## src/design/plrbd_pkg.sv

```systemverilog
// ----------------------------------------------------------------------------
// plrbd_pkg
// Shared types and constants for the phone line ring and battery detector.
// ----------------------------------------------------------------------------
package plrbd_pkg;

  localparam int FreqW    = 8;
  localparam int MsW      = 14;
  localparam int ProdW    = FreqW + MsW;
  localparam int RingCntW = 16;
  localparam int RingLeftW = 15;
  localparam int BatCntW  = 8;
  localparam int CfgIdxW  = 3;
  localparam int LimW     = 28;

  localparam logic [FreqW-1:0] FreqReset   = 8'd25;
  localparam logic [MsW-1:0]   OnReset     = 14'd1000;
  localparam logic [MsW-1:0]   OffReset    = 14'd4000;
  localparam logic [MsW-1:0]   BatReset    = 14'd100;
  localparam logic [MsW-1:0]   CidReset    = 14'd100;
  localparam logic [ProdW-1:0] ProdReset   = 22'd25000;
  localparam logic [LimW-1:0]  ThreshDiv   = 28'd2000;
  localparam logic [RingCntW-1:0] ThreshMin = 16'd3;
  localparam logic [MsW:0]     CidExtra    = 15'd10;

  typedef enum logic [1:0] {
    OP_TICK     = 2'd0,
    OP_RING     = 2'd1,
    OP_BATTERY  = 2'd2,
    OP_POLARITY = 2'd3
  } op_t;

  typedef enum logic [CfgIdxW-1:0] {
    REG_RING_FREQ  = 3'd0,
    REG_RING_ON    = 3'd1,
    REG_RING_OFF   = 3'd2,
    REG_BAT_WINDOW = 3'd3,
    REG_CID_WINDOW = 3'd4
  } reg_idx_t;

  typedef enum logic [1:0] {
    RK_IDLE = 2'd0,
    RK_ON   = 2'd1,
    RK_END  = 2'd2
  } ring_kind_t;

  typedef enum logic [1:0] {
    BK_IDLE = 2'd0,
    BK_CID  = 2'd1,
    BK_BAT  = 2'd2
  } bat_kind_t;

  typedef struct packed {
    logic [ProdW-1:0] freq_on_prod;
    logic [MsW-1:0]   ring_on_ms;
    logic [MsW-1:0]   ring_off_ms;
    logic [MsW-1:0]   bat_window_ms;
    logic [MsW-1:0]   cid_window_ms;
  } cfg_t;

  typedef struct packed {
    logic ring_on;
    logic ring_off;
    logic battery;
    logic polarity;
  } events_t;

endpackage

```

## src/design/plrbd_cfg.sv

```systemverilog
// ----------------------------------------------------------------------------
// plrbd_cfg
// Configuration registers, with the frequency times on-window product kept
// up to date at write time.
// ----------------------------------------------------------------------------
module plrbd_cfg (
  input  logic                          clk,
  input  logic                          rst,
  input  logic                          cfg_write,
  input  logic [plrbd_pkg::CfgIdxW-1:0] cfg_index,
  input  logic [plrbd_pkg::MsW-1:0]     cfg_data,
  output plrbd_pkg::cfg_t               cfg
);
  import plrbd_pkg::*;

  logic [FreqW-1:0] ring_freq_hz;

  always_ff @(posedge clk) begin
    if (rst) begin
      ring_freq_hz      <= FreqReset;
      cfg.freq_on_prod  <= ProdReset;
      cfg.ring_on_ms    <= OnReset;
      cfg.ring_off_ms   <= OffReset;
      cfg.bat_window_ms <= BatReset;
      cfg.cid_window_ms <= CidReset;
    end else if (cfg_write) begin
      unique case (cfg_index)
        REG_RING_FREQ: begin
          ring_freq_hz     <= cfg_data[FreqW-1:0];
          cfg.freq_on_prod <= ProdW'(cfg_data[FreqW-1:0]) * ProdW'(cfg.ring_on_ms);
        end
        REG_RING_ON: begin
          cfg.ring_on_ms   <= cfg_data;
          cfg.freq_on_prod <= ProdW'(ring_freq_hz) * ProdW'(cfg_data);
        end
        REG_RING_OFF:   cfg.ring_off_ms   <= cfg_data;
        REG_BAT_WINDOW: cfg.bat_window_ms <= cfg_data;
        REG_CID_WINDOW: cfg.cid_window_ms <= cfg_data;
        default: ;
      endcase
    end
  end

endmodule

```

## src/design/plrbd_engine.sv

```systemverilog
// ----------------------------------------------------------------------------
// plrbd_engine
// Ring and battery window state. Updates the state for one word and gives
// the events that the word causes.
// ----------------------------------------------------------------------------
module plrbd_engine (
  input  logic                 clk,
  input  logic                 rst,
  input  logic                 fire,
  input  logic [1:0]           op,
  input  logic                 on_hook,
  input  plrbd_pkg::cfg_t      cfg,
  output plrbd_pkg::events_t   events
);
  import plrbd_pkg::*;

  logic [RingCntW-1:0]  ring_pulse_count, ring_pulse_count_next;
  logic                 ringing_active, ringing_active_next;
  logic [RingLeftW-1:0] ring_timer_left, ring_timer_left_next;
  ring_kind_t           ring_timer_kind, ring_timer_kind_next;
  logic [BatCntW-1:0]   bat_pulse_count, bat_pulse_count_next;
  logic [MsW-1:0]       bat_timer_left, bat_timer_left_next;
  bat_kind_t            bat_timer_kind, bat_timer_kind_next;
  logic                 cid_done, cid_done_next;
  logic                 cid_pending, cid_pending_next;

  logic [LimW-1:0] limit;
  logic            above_thresh;
  logic            ring_expire;
  logic            bat_expire;
  logic [MsW:0]    cid_len;

  // The count reaches max(3, prod / 2000) exactly when it is at least three and
  // (count + 1) * 2000 exceeds the product.
  assign limit        = (LimW'(ring_pulse_count) + LimW'(1)) * ThreshDiv;
  assign above_thresh = (ring_pulse_count >= ThreshMin) &&
                        (limit > LimW'(cfg.freq_on_prod));
  assign ring_expire  = (ring_timer_kind != RK_IDLE) && (ring_timer_left <= RingLeftW'(1));
  assign bat_expire   = (bat_timer_kind != BK_IDLE) && (bat_timer_left <= MsW'(1));
  assign cid_len      = {1'b0, cfg.cid_window_ms} + CidExtra;

  always_comb begin
    ring_pulse_count_next = ring_pulse_count;
    ringing_active_next   = ringing_active;
    ring_timer_left_next  = ring_timer_left;
    ring_timer_kind_next  = ring_timer_kind;
    bat_pulse_count_next  = bat_pulse_count;
    bat_timer_left_next   = bat_timer_left;
    bat_timer_kind_next   = bat_timer_kind;
    cid_done_next         = cid_done;
    cid_pending_next      = cid_pending;
    events                = '0;

    case (op_t'(op))
      OP_TICK: begin
        if (ring_timer_kind != RK_IDLE) begin
          ring_timer_left_next = ring_expire ? '0 : ring_timer_left - RingLeftW'(1);
        end
        if (ring_expire) begin
          ring_timer_kind_next = RK_IDLE;
          if (ring_timer_kind == RK_ON) begin
            if (above_thresh) begin
              events.ring_on      = 1'b1;
              ringing_active_next = 1'b1;
            end
            ring_pulse_count_next = '0;
          end else if (!above_thresh) begin
            events.ring_off       = 1'b1;
            ring_pulse_count_next = '0;
            ringing_active_next   = 1'b0;
          end
        end
        if (bat_timer_kind != BK_IDLE) begin
          bat_timer_left_next = bat_expire ? '0 : bat_timer_left - MsW'(1);
        end
        if (bat_expire) begin
          bat_timer_kind_next = BK_IDLE;
          if (bat_timer_kind == BK_CID) begin
            cid_done_next    = 1'b1;
            cid_pending_next = 1'b0;
          end else begin
            if (!ringing_active_next) begin
              if (bat_pulse_count == BatCntW'(1)) begin
                events.battery = 1'b1;
              end else if (bat_pulse_count == BatCntW'(2) && on_hook) begin
                events.polarity = 1'b1;
              end
            end
            bat_pulse_count_next = '0;
          end
        end
      end
      OP_RING: begin
        if (!ringing_active && ring_pulse_count == '0) begin
          ring_timer_kind_next = RK_ON;
          ring_timer_left_next = RingLeftW'(cfg.ring_on_ms);
        end else if (ringing_active) begin
          ring_pulse_count_next = '0;
          ring_timer_kind_next  = RK_END;
          ring_timer_left_next  = RingLeftW'(cfg.ring_on_ms) + RingLeftW'(cfg.ring_off_ms);
        end
        if (ring_pulse_count_next != '1) begin
          ring_pulse_count_next = ring_pulse_count_next + RingCntW'(1);
        end
      end
      OP_BATTERY: begin
        if (!cid_done) begin
          if (!cid_pending) begin
            cid_pending_next    = 1'b1;
            bat_timer_kind_next = BK_CID;
            bat_timer_left_next = cid_len[MsW] ? '1 : cid_len[MsW-1:0];
          end
        end else if (ring_pulse_count <= RingCntW'(2)) begin
          if (bat_pulse_count == '0) begin
            bat_timer_kind_next = BK_BAT;
            bat_timer_left_next = cfg.bat_window_ms;
          end
          if (bat_pulse_count != '1) begin
            bat_pulse_count_next = bat_pulse_count + BatCntW'(1);
          end
        end
      end
      default: begin
        events.polarity = !on_hook;
      end
    endcase
  end

  always_ff @(posedge clk) begin
    if (rst) begin
      ring_pulse_count <= '0;
      ringing_active   <= 1'b0;
      ring_timer_left  <= '0;
      ring_timer_kind  <= RK_IDLE;
      bat_pulse_count  <= '0;
      bat_timer_left   <= '0;
      bat_timer_kind   <= BK_IDLE;
      cid_done         <= 1'b0;
      cid_pending      <= 1'b0;
    end else if (fire) begin
      ring_pulse_count <= ring_pulse_count_next;
      ringing_active   <= ringing_active_next;
      ring_timer_left  <= ring_timer_left_next;
      ring_timer_kind  <= ring_timer_kind_next;
      bat_pulse_count  <= bat_pulse_count_next;
      bat_timer_left   <= bat_timer_left_next;
      bat_timer_kind   <= bat_timer_kind_next;
      cid_done         <= cid_done_next;
      cid_pending      <= cid_pending_next;
    end
  end

endmodule

```

## src/design/phone_line_ring_and_battery_detector_core.sv

```systemverilog
// ----------------------------------------------------------------------------
// phone_line_ring_and_battery_detector_core
// Detects ring start and end, battery pulses and polarity reversals from
// millisecond ticks and pin pulses.
//
//   Port group   Direction  Handshake           Contents
//   in           sink       in_valid/in_stall   op, on_hook
//   out          source     out_valid/out_stall four event flags
//   cfg          sink       cfg_write           cfg_index, cfg_data
//
// Each word gives exactly one result word in the result register. A word is
// taken every cycle while the output is not stalled; the input register, the
// state update and the result register form one pass with no loop.
// A stall on the output holds the result register and then the input register.
// Reset sets all windows idle and the config registers to their defaults.
// ----------------------------------------------------------------------------
module phone_line_ring_and_battery_detector_core (
  input  logic                          clk,
  input  logic                          rst,
  input  logic                          in_valid,
  output logic                          in_stall,
  input  logic [1:0]                    op,
  input  logic                          on_hook,
  output logic                          out_valid,
  input  logic                          out_stall,
  output logic                          ring_on_event,
  output logic                          ring_off_event,
  output logic                          battery_event,
  output logic                          polarity_event,
  input  logic                          cfg_write,
  input  logic [plrbd_pkg::CfgIdxW-1:0] cfg_index,
  input  logic [plrbd_pkg::MsW-1:0]     cfg_data
);
  import plrbd_pkg::*;

  cfg_t       cfg;
  events_t    events;
  logic       stage_valid;
  logic [1:0] stage_op;
  logic       stage_on_hook;
  logic       advance;
  logic       fire;

  assign advance  = !out_valid || !out_stall;
  assign fire     = stage_valid && advance;
  assign in_stall = stage_valid && !advance;

  plrbd_cfg u_cfg (
    .clk       (clk),
    .rst       (rst),
    .cfg_write (cfg_write),
    .cfg_index (cfg_index),
    .cfg_data  (cfg_data),
    .cfg       (cfg)
  );

  plrbd_engine u_engine (
    .clk     (clk),
    .rst     (rst),
    .fire    (fire),
    .op      (stage_op),
    .on_hook (stage_on_hook),
    .cfg     (cfg),
    .events  (events)
  );

  always_ff @(posedge clk) begin
    if (rst) begin
      stage_valid <= 1'b0;
    end else if (!in_stall) begin
      stage_valid <= in_valid;
    end
  end

  always_ff @(posedge clk) begin
    if (!in_stall && in_valid) begin
      stage_op      <= op;
      stage_on_hook <= on_hook;
    end
  end

  always_ff @(posedge clk) begin
    if (rst) begin
      out_valid <= 1'b0;
    end else if (advance) begin
      out_valid <= stage_valid;
    end
  end

  always_ff @(posedge clk) begin
    if (fire) begin
      ring_on_event  <= events.ring_on;
      ring_off_event <= events.ring_off;
      battery_event  <= events.battery;
      polarity_event <= events.polarity;
    end
  end

endmodule

```

## config.mk

```make
export PLATFORM = sky130hd
export DESIGN_NAME = phone_line_ring_and_battery_detector_core
export DESIGN_NICKNAME = d
export VERILOG_FILES = /design/src/design/plrbd_pkg.sv /design/src/design/plrbd_cfg.sv /design/src/design/plrbd_engine.sv /design/src/design/phone_line_ring_and_battery_detector_core.sv
export SDC_FILE = /design/constraint.sdc
export NUM_CORES = 1
export LEC_CHECK = 0
export ABC_AREA = 1
export BUFFER_PORTS_ARGS = -buffer_cell sky130_fd_sc_hd__buf_2
export CORE_AREA = 10 10 282 149
export CTS_CLUSTER_SIZE = 20
export DETAILED_ROUTE_END_ITERATION = 8
export DIE_AREA = 0 0 292 159
export PLACE_DENSITY = 0.73
export SYNTH_ARGS = -nofsm -noshare
export SYNTH_HDL_FRONTEND = slang
export SYNTH_HIERARCHICAL = 1
export SYNTH_SLANG_ARGS = --single-unit
```

## constraint.sdc

```tcl
create_clock -name clk -period 12.6 [get_ports clk]
set_clock_uncertainty 0.05 [all_clocks]
set_input_delay 3.15 -clock clk [delete_from_list [all_inputs] [get_ports clk]]
set_output_delay 3.15 -clock clk [all_outputs]
set_load 0.05 [all_outputs]
```

Word-level counts from Yosys, hierarchy flattened

Index checks and enable logic that the tools add are counted.

Input bits: 25
Flip-flop bits (word level): 155
Output and inout bits: 6
Word-level logic and storage cells: 167

Bitwise gates (word level): 3
Muxes and demuxes: 56
Reductions and logical operators: 43
Add/sub/neg operators: 7
Eq/ne operators: 27
Multipliers: 3
$lt $le $gt $ge: 5

Operators by type and width:

| cell                  | count |
|---|---|
| $mux 16               | 7 |
| $mux 14               | 7 |
| $mux 15               | 4 |
| $mul 8x14->22         | 2 |
| $pmux 22 s2           | 1 |
| $mux 8                | 5 |
| $pmux 16 s2           | 1 |
| $pmux 15 s2           | 1 |
| $gt 28x22->1          | 1 |
| $mul 28x7->24 const B | 1 |
| $pmux 14 s2           | 1 |
| $add 16x1->17 const B | 1 |
| $add 16x1->16 const B | 1 |
| $ge 16x2->1 const B   | 1 |
| $le 16x2->1 const B   | 1 |
| $logic_not 16->1      | 1 |
| $mux 1                | 16 |
| $mux 2                | 8 |
| $ne 16x16->1 const B  | 1 |
| $ne 2x1->1 const B    | 8 |
| $pmux 8 s2            | 1 |
| $reduce_and 4->1      | 4 |
| $add 14x14->15        | 1 |
| $add 14x4->15 const B | 1 |
| 35 further kinds      | 68 |

Longest topological paths before layout

Depth in word-level cells: 12
Depth in mapped cells: 42
Gate-level depth less buffers: 41

Hierarchy

The synthesis kept the hierarchy.

Modules (own cells, without submodules):

| module                                    | instances | cells an instance | sequential area each (um^2) | area an instance (um^2) |
|---|---|---|---|---|
| plrbd_cfg                                 | 1         | 1649              | 1721.7                      | 11309.6 |
| plrbd_engine                              | 1         | 1438              | 1201.2                      | 9297.7 |
| phone_line_ring_and_battery_detector_core | 1         | 19                | 250.2                       | 301.5 |

Worst setup path before layout

OpenSTA, ideal clock, no wires.

Kind: in2reg
Start: input cfg_data[7] in the netlist's numbering
End: register u_cfg/cfg[74] (netlist name)
Stages on the path: 21
Data required time: 12.441 ns
Setup time: 0.109 ns
Data arrival time: 7.143 ns
Path buffers: 2
Slack: 5.298 ns
Path through: clkbuf_1 clkbuf_1 nand2_1 fa_1 fa_1 inv_1 fa_1 inv_1 fa_1 inv_1 ha_1 a21oi_2 nor2_1 nor2_1 nand2_2 nand2_1 nand3b_1 nand3_1 nand3_1 nand2_1 inv_1

Longest elaborated chain between the ends: 2
Elaborated cells on any way between the ends: 3
Classes of those cells: mul: 2; mux: 1

Ends and longest elaborated chain:

| element                                 | RTL line                                        | source |
|---|---|---|
| from (decl)                             | phone_line_ring_and_battery_detector_core.sv:32 | `input logic [plrbd_pkg::MsW-1:0] cfg_data` |
| $mul 8x14->22, on equally long branches | plrbd_cfg.sv:34, plrbd_cfg.sv:30                |  |
| $pmux 22 s2 (*)                         | plrbd_cfg.sv:27                                 | `unique case (cfg_index)` |

Every way passes the cells marked *; elsewhere a longest branch is shown, timed or not.
A chain may end at the register's enable or synchronous reset.

==> results.txt <==
Summed instance area of the synthesized netlist: 20900 sq um. The number of cells on the worst hold path was 2. Root cell of the clock tree: clkbuf_16. Counting distinct cell types in the post-synthesis netlist gives 62. Together, buffers and inverters on the worst path number 8. The via count of the first global-routing pass was 18500; the area of the core was 37000 sq um. The number of cell rows came out at 50.

Summed over all nets, the half-perimeter wirelength after detailed placement is 46.5 mm. The synthesized flop and latch total was 155. Setup repair after global routing left no endpoint under its margin. Measured on the finished design, the core utilization comes to 59.1%. Summing all placed instances gives a cell area of 21200 sq um. For the number of hold-slack violations in the final timing report, the log shows 0. Timing analysis after detailed placement gives a worst setup slack of 4780 ps. TritonCTS built the clock tree. Clock tree synthesis found a total of 155 sinks. The longest individual stage delay on the worst path was 630 ps; the via count of the routed design was 19300. Setup total negative slack on the finished layout was measured at 0 ps. The global-route wire length before repair came out at 95.3 mm. The share of total power dissipated in the clock network is 21.5%.

Among the stages of the critical path, the cell type that occurs most often is nand2_1. For the pin with the worst max-slew slack, the measured transition is 1160 ps. Summed over all cells, the static leakage comes to 0.0123 uW.

The number of DRC violations after detailed-routing iteration 0 is 1959, and the post-CTS setup repair buffer count is 0. Fraction of power spent switching nets: 49.2%. The number of buffer cells added on primary ports is 30, and the highest clock rate is 127 MHz. The initial antenna violation count was 0. The vertical die dimension was 159 um; the number of nets in the layout was 3464. The number of nets with antenna violations after detailed routing is 0. The logs give 0 for the max-capacitance violation count and 0 for the number of design rule violations left after detail routing. The clock transition at the register clock pins on the worst setup and hold paths after CTS was 80 ps; the critical path required time was 12880 ps. The worst-case setup margin in the final layout is 4700 ps, and the net count of the mapped netlist is 3506. The tools report the destination of the worst register-to-register timing path as polarity_event$_DFFE_PP_. The worst pin sits at a relative slew slack of 21.7%. The slowest stage of the critical path is the xor2_1 cell. The power per unit of standard cell area was 116 nW/um^2. The main flop type after synthesis is dfxtp_1.

The synthesized area per cell came out at 6.73 sq um. At the end of routability-driven placement, the weighted congestion stood at 0.965. Yosys warning count: 6. The worst setup path is of the flip-flop to flip-flop kind. The width of the die was 292 um.

The net switching component of the power is 1240 uW, and the first-pass iteration count of the detailed router is 6. The register-to-register setup slack is 4700 ps. For the maximum level of the CTS H-tree, the log shows 4.

The final number of setup-violating endpoints was 0; the number of enable-type register cells in the synthesized netlist was 7. The detailed-route wire length per cell is 16.3 um. After synthesis, flip-flops and latches occupy 15.2% of the total area.

The area growth from synthesis to final layout was 4.51%; the worst hold margin was 416 ps. For this run, asynchronously set or reset flops after synthesis account for 0%. The finished cells cover 21900 sq um. Counting every instance in the synthesized netlist gives 3106.

The tools report the critical path startpoint category as a flip-flop. The reg-to-reg startpoint was u_engine/ring_pulse_count[0]$_SDFFE_PP0P_. The endpoint of the worst hold-timing path is u_cfg/cfg[16]$_SDFFE_PP1P_. The combinational group share of total power is 56.9%, and the maximum root-to-sink buffer count is 2. Pin placement for this block handled 31 I/O pins.

Registers are responsible for 21.5% of the overall power. The run finished with clean final reports. The repair_antennas step left the layout with diodes totalling 0. The startpoint of the worst hold path is u_cfg/cfg[16]$_SDFFE_PP1P_.

The share of post-route cells with drive strength above 1 was 5.98%. The cell class contributing the biggest share of worst-path delay is adder cells. Across every metal layer, demand over resource in global routing totals 24.8%. At the later pin of the worst-skew pair, clock insertion delay measures 460 ps.

The leftover overflow at the end of global routing was 0. STA classifies the critical path endpoint as a flip-flop. The cell depth of the worst flop-to-flop path works out to 37. The final period utilization was 62.7%; the internal power of the cells was 1280 uW.

Hold repair after CTS inserted 0 buffers. The tightest min-delay check is of the flip-flop to flip-flop type. The floorplan step defined a die boundary enclosing 46400 sq um.

Data on the critical path arrives at its endpoint at 8170 ps. The final max-slew violation count is 0. VDD sags by at most 0.0918 mV. The post-cts sizing count is 0, and the via-per-instance ratio is 5.41. The final critical-path required period is 7900 ps. In this run the worst setup path begins at u_engine/ring_pulse_count[0]$_SDFFE_PP0P_. In this run the worst path has a maximum fanout of 6. Once the floorplan was initialized, standard cells occupied 56.6% of the core. Entering global routing, the biggest net connects 64 pins. Summed over all layers, the routed wires come to 58.4 mm. Buffers inserted during clock tree synthesis total 17.
power groups by stage:
stage,registers [uW],logic (uW),clock network [uW]
3_5_place_dp,555,1410,0
5_1_grt,547,1630,571
6_report,545,1440,544
2_1_floorplan,540,1080,0
4_1_cts,544,1430,550
3_3_place_gp,554,1380,0
worst reg2reg max path: cells and delay by family (launching register included):
family	cells	cell delay, ps
xor gates and xnor gates	2	750
and+or+nand+nor	18	2530
buffers and inverters	8	710
DFF	1	470
adders and majority gates	7	2810
AOI/OAI and AO/OA	2	440
registers in the layout, indices dropped and copies added (netlist names):
signal / cells
u_engine/ring_timer_kind: 2
ring_off_event: 1
out_valid: 1
u_engine/bat_pulse_count: 8
stage_op: 2
u_engine/cid_pending: 1
u_cfg/ring_freq_hz: 8
battery_event: 1
u_engine/ring_timer_left: 15
u_engine/cid_done: 1
u_cfg/cfg: 78
polarity_event: 1
ring_on_event: 1
u_engine/bat_timer_left: 14
u_engine/ringing_active: 1
stage_on_hook: 1
u_engine/bat_timer_kind: 2
u_engine/ring_pulse_count: 16
stage_valid: 1
metal layers:
| metal | up-vias | wire length (um) | global-route usage (%) |
|---|---|---|---|
| met5 | - | 0 | 0 |
| met4 | 0 | 789 | 5.13 |
| met3 | 62 | 6800 | 8.05 |
| met2 | 813 | 23800 | 35.4 |
| met1 | 9072 | 27000 | 35.8 |
| li1 | 9374 | - | - |
cells by family (layout without fill, tap and decap cells):
logic type | Yosys count | count (layout) | synth area share [%]
compound gates | 339 | 339 | 9.22
xor+xnor | 75 | 75 | 3.14
simple gates | 1337 | 1337 | 27.6
flops | 155 | 155 | 15.2
fa+ha+maj | 375 | 375 | 29.5
buf+inv | 825 | 796 | 15.4
synth_stat cells (5+ instances only):
library cell	instances	area (sq um)
nand2_1	744	2790
clkbuf_1	65	244
nand3_2	14	140
nor4_1	7	43.8
edfxtp_1	7	210
nand3b_1	13	97.6
fa_1	196	3920
nor2_1	287	1080
ha_1	179	2240
inv_2	21	78.8
nor3_1	29	145
nor2_2	28	175
a211oi_1	8	60.1
o21ai_1	17	85.1
buf_4	7	52.6
a21oi_1	128	641
xor2_1	51	447
buf_2	13	65.1
a41oi_1	15	131
nand4_1	21	131
o211ai_1	15	113
o21ai_0	118	591
xnor2_1	24	210
dfxtp_1	148	2960
or2_2	6	37.5
nand2_2	20	125
a21oi_2	5	43.8
nand3_1	145	726
inv_1	705	2650
a31oi_1	10	62.6
placed cells by master (no fill, tap or decap), drive strengths merged, types with 17 or more instances in the layout:
cell type  count
clkbuf        17
buf           34
o21ai        135
nor2         319
xnor2         24
a21oi        133
nor3          36
dfxtp        148
ha           179
nand3        163
nand4         21
fa           196
xor2          51
inv          736
nand2        765
stage by stage:
stage | total power [uW] | std cells
final | 2530 | 3571
after global routing | 2750 | 3571
after CTS | 2520 | 3571
after detailed placement | 1970 | 3539
after global placement | 1930 | 3539
after floorplan | 1620 | 3106
cell type report:
type | count | area (sq um)
sequential | 155 | 3170
clock buffer | 17 | 425
multi-input combinational | 2126 | 14500
timing repair buffer | 34 | 180
inverter | 730 | 2750
tap | 494 | 618
clock inverter | 15 | 190
fill | 3495 | 15100
how the worst max path moves through the flow:
stage                                                       to  slack [ps]  depth (start not counted)
floorplan                           u_cfg/cfg[74]$_SDFFE_PP0P_        5300                         21
global placement                    u_cfg/cfg[72]$_SDFFE_PP0P_        4880                         20
detailed placement  u_engine/ring_pulse_count[14]$_SDFFE_PP0P_        4780                         37
CTS                 u_engine/ring_pulse_count[14]$_SDFFE_PP0P_        4730                         37
global route         u_engine/ring_pulse_count[9]$_SDFFE_PP0P_        4020                         37
finish                                polarity_event$_DFFE_PP_        4700                         37
Note: power is estimated with default switching activity, not from simulation.
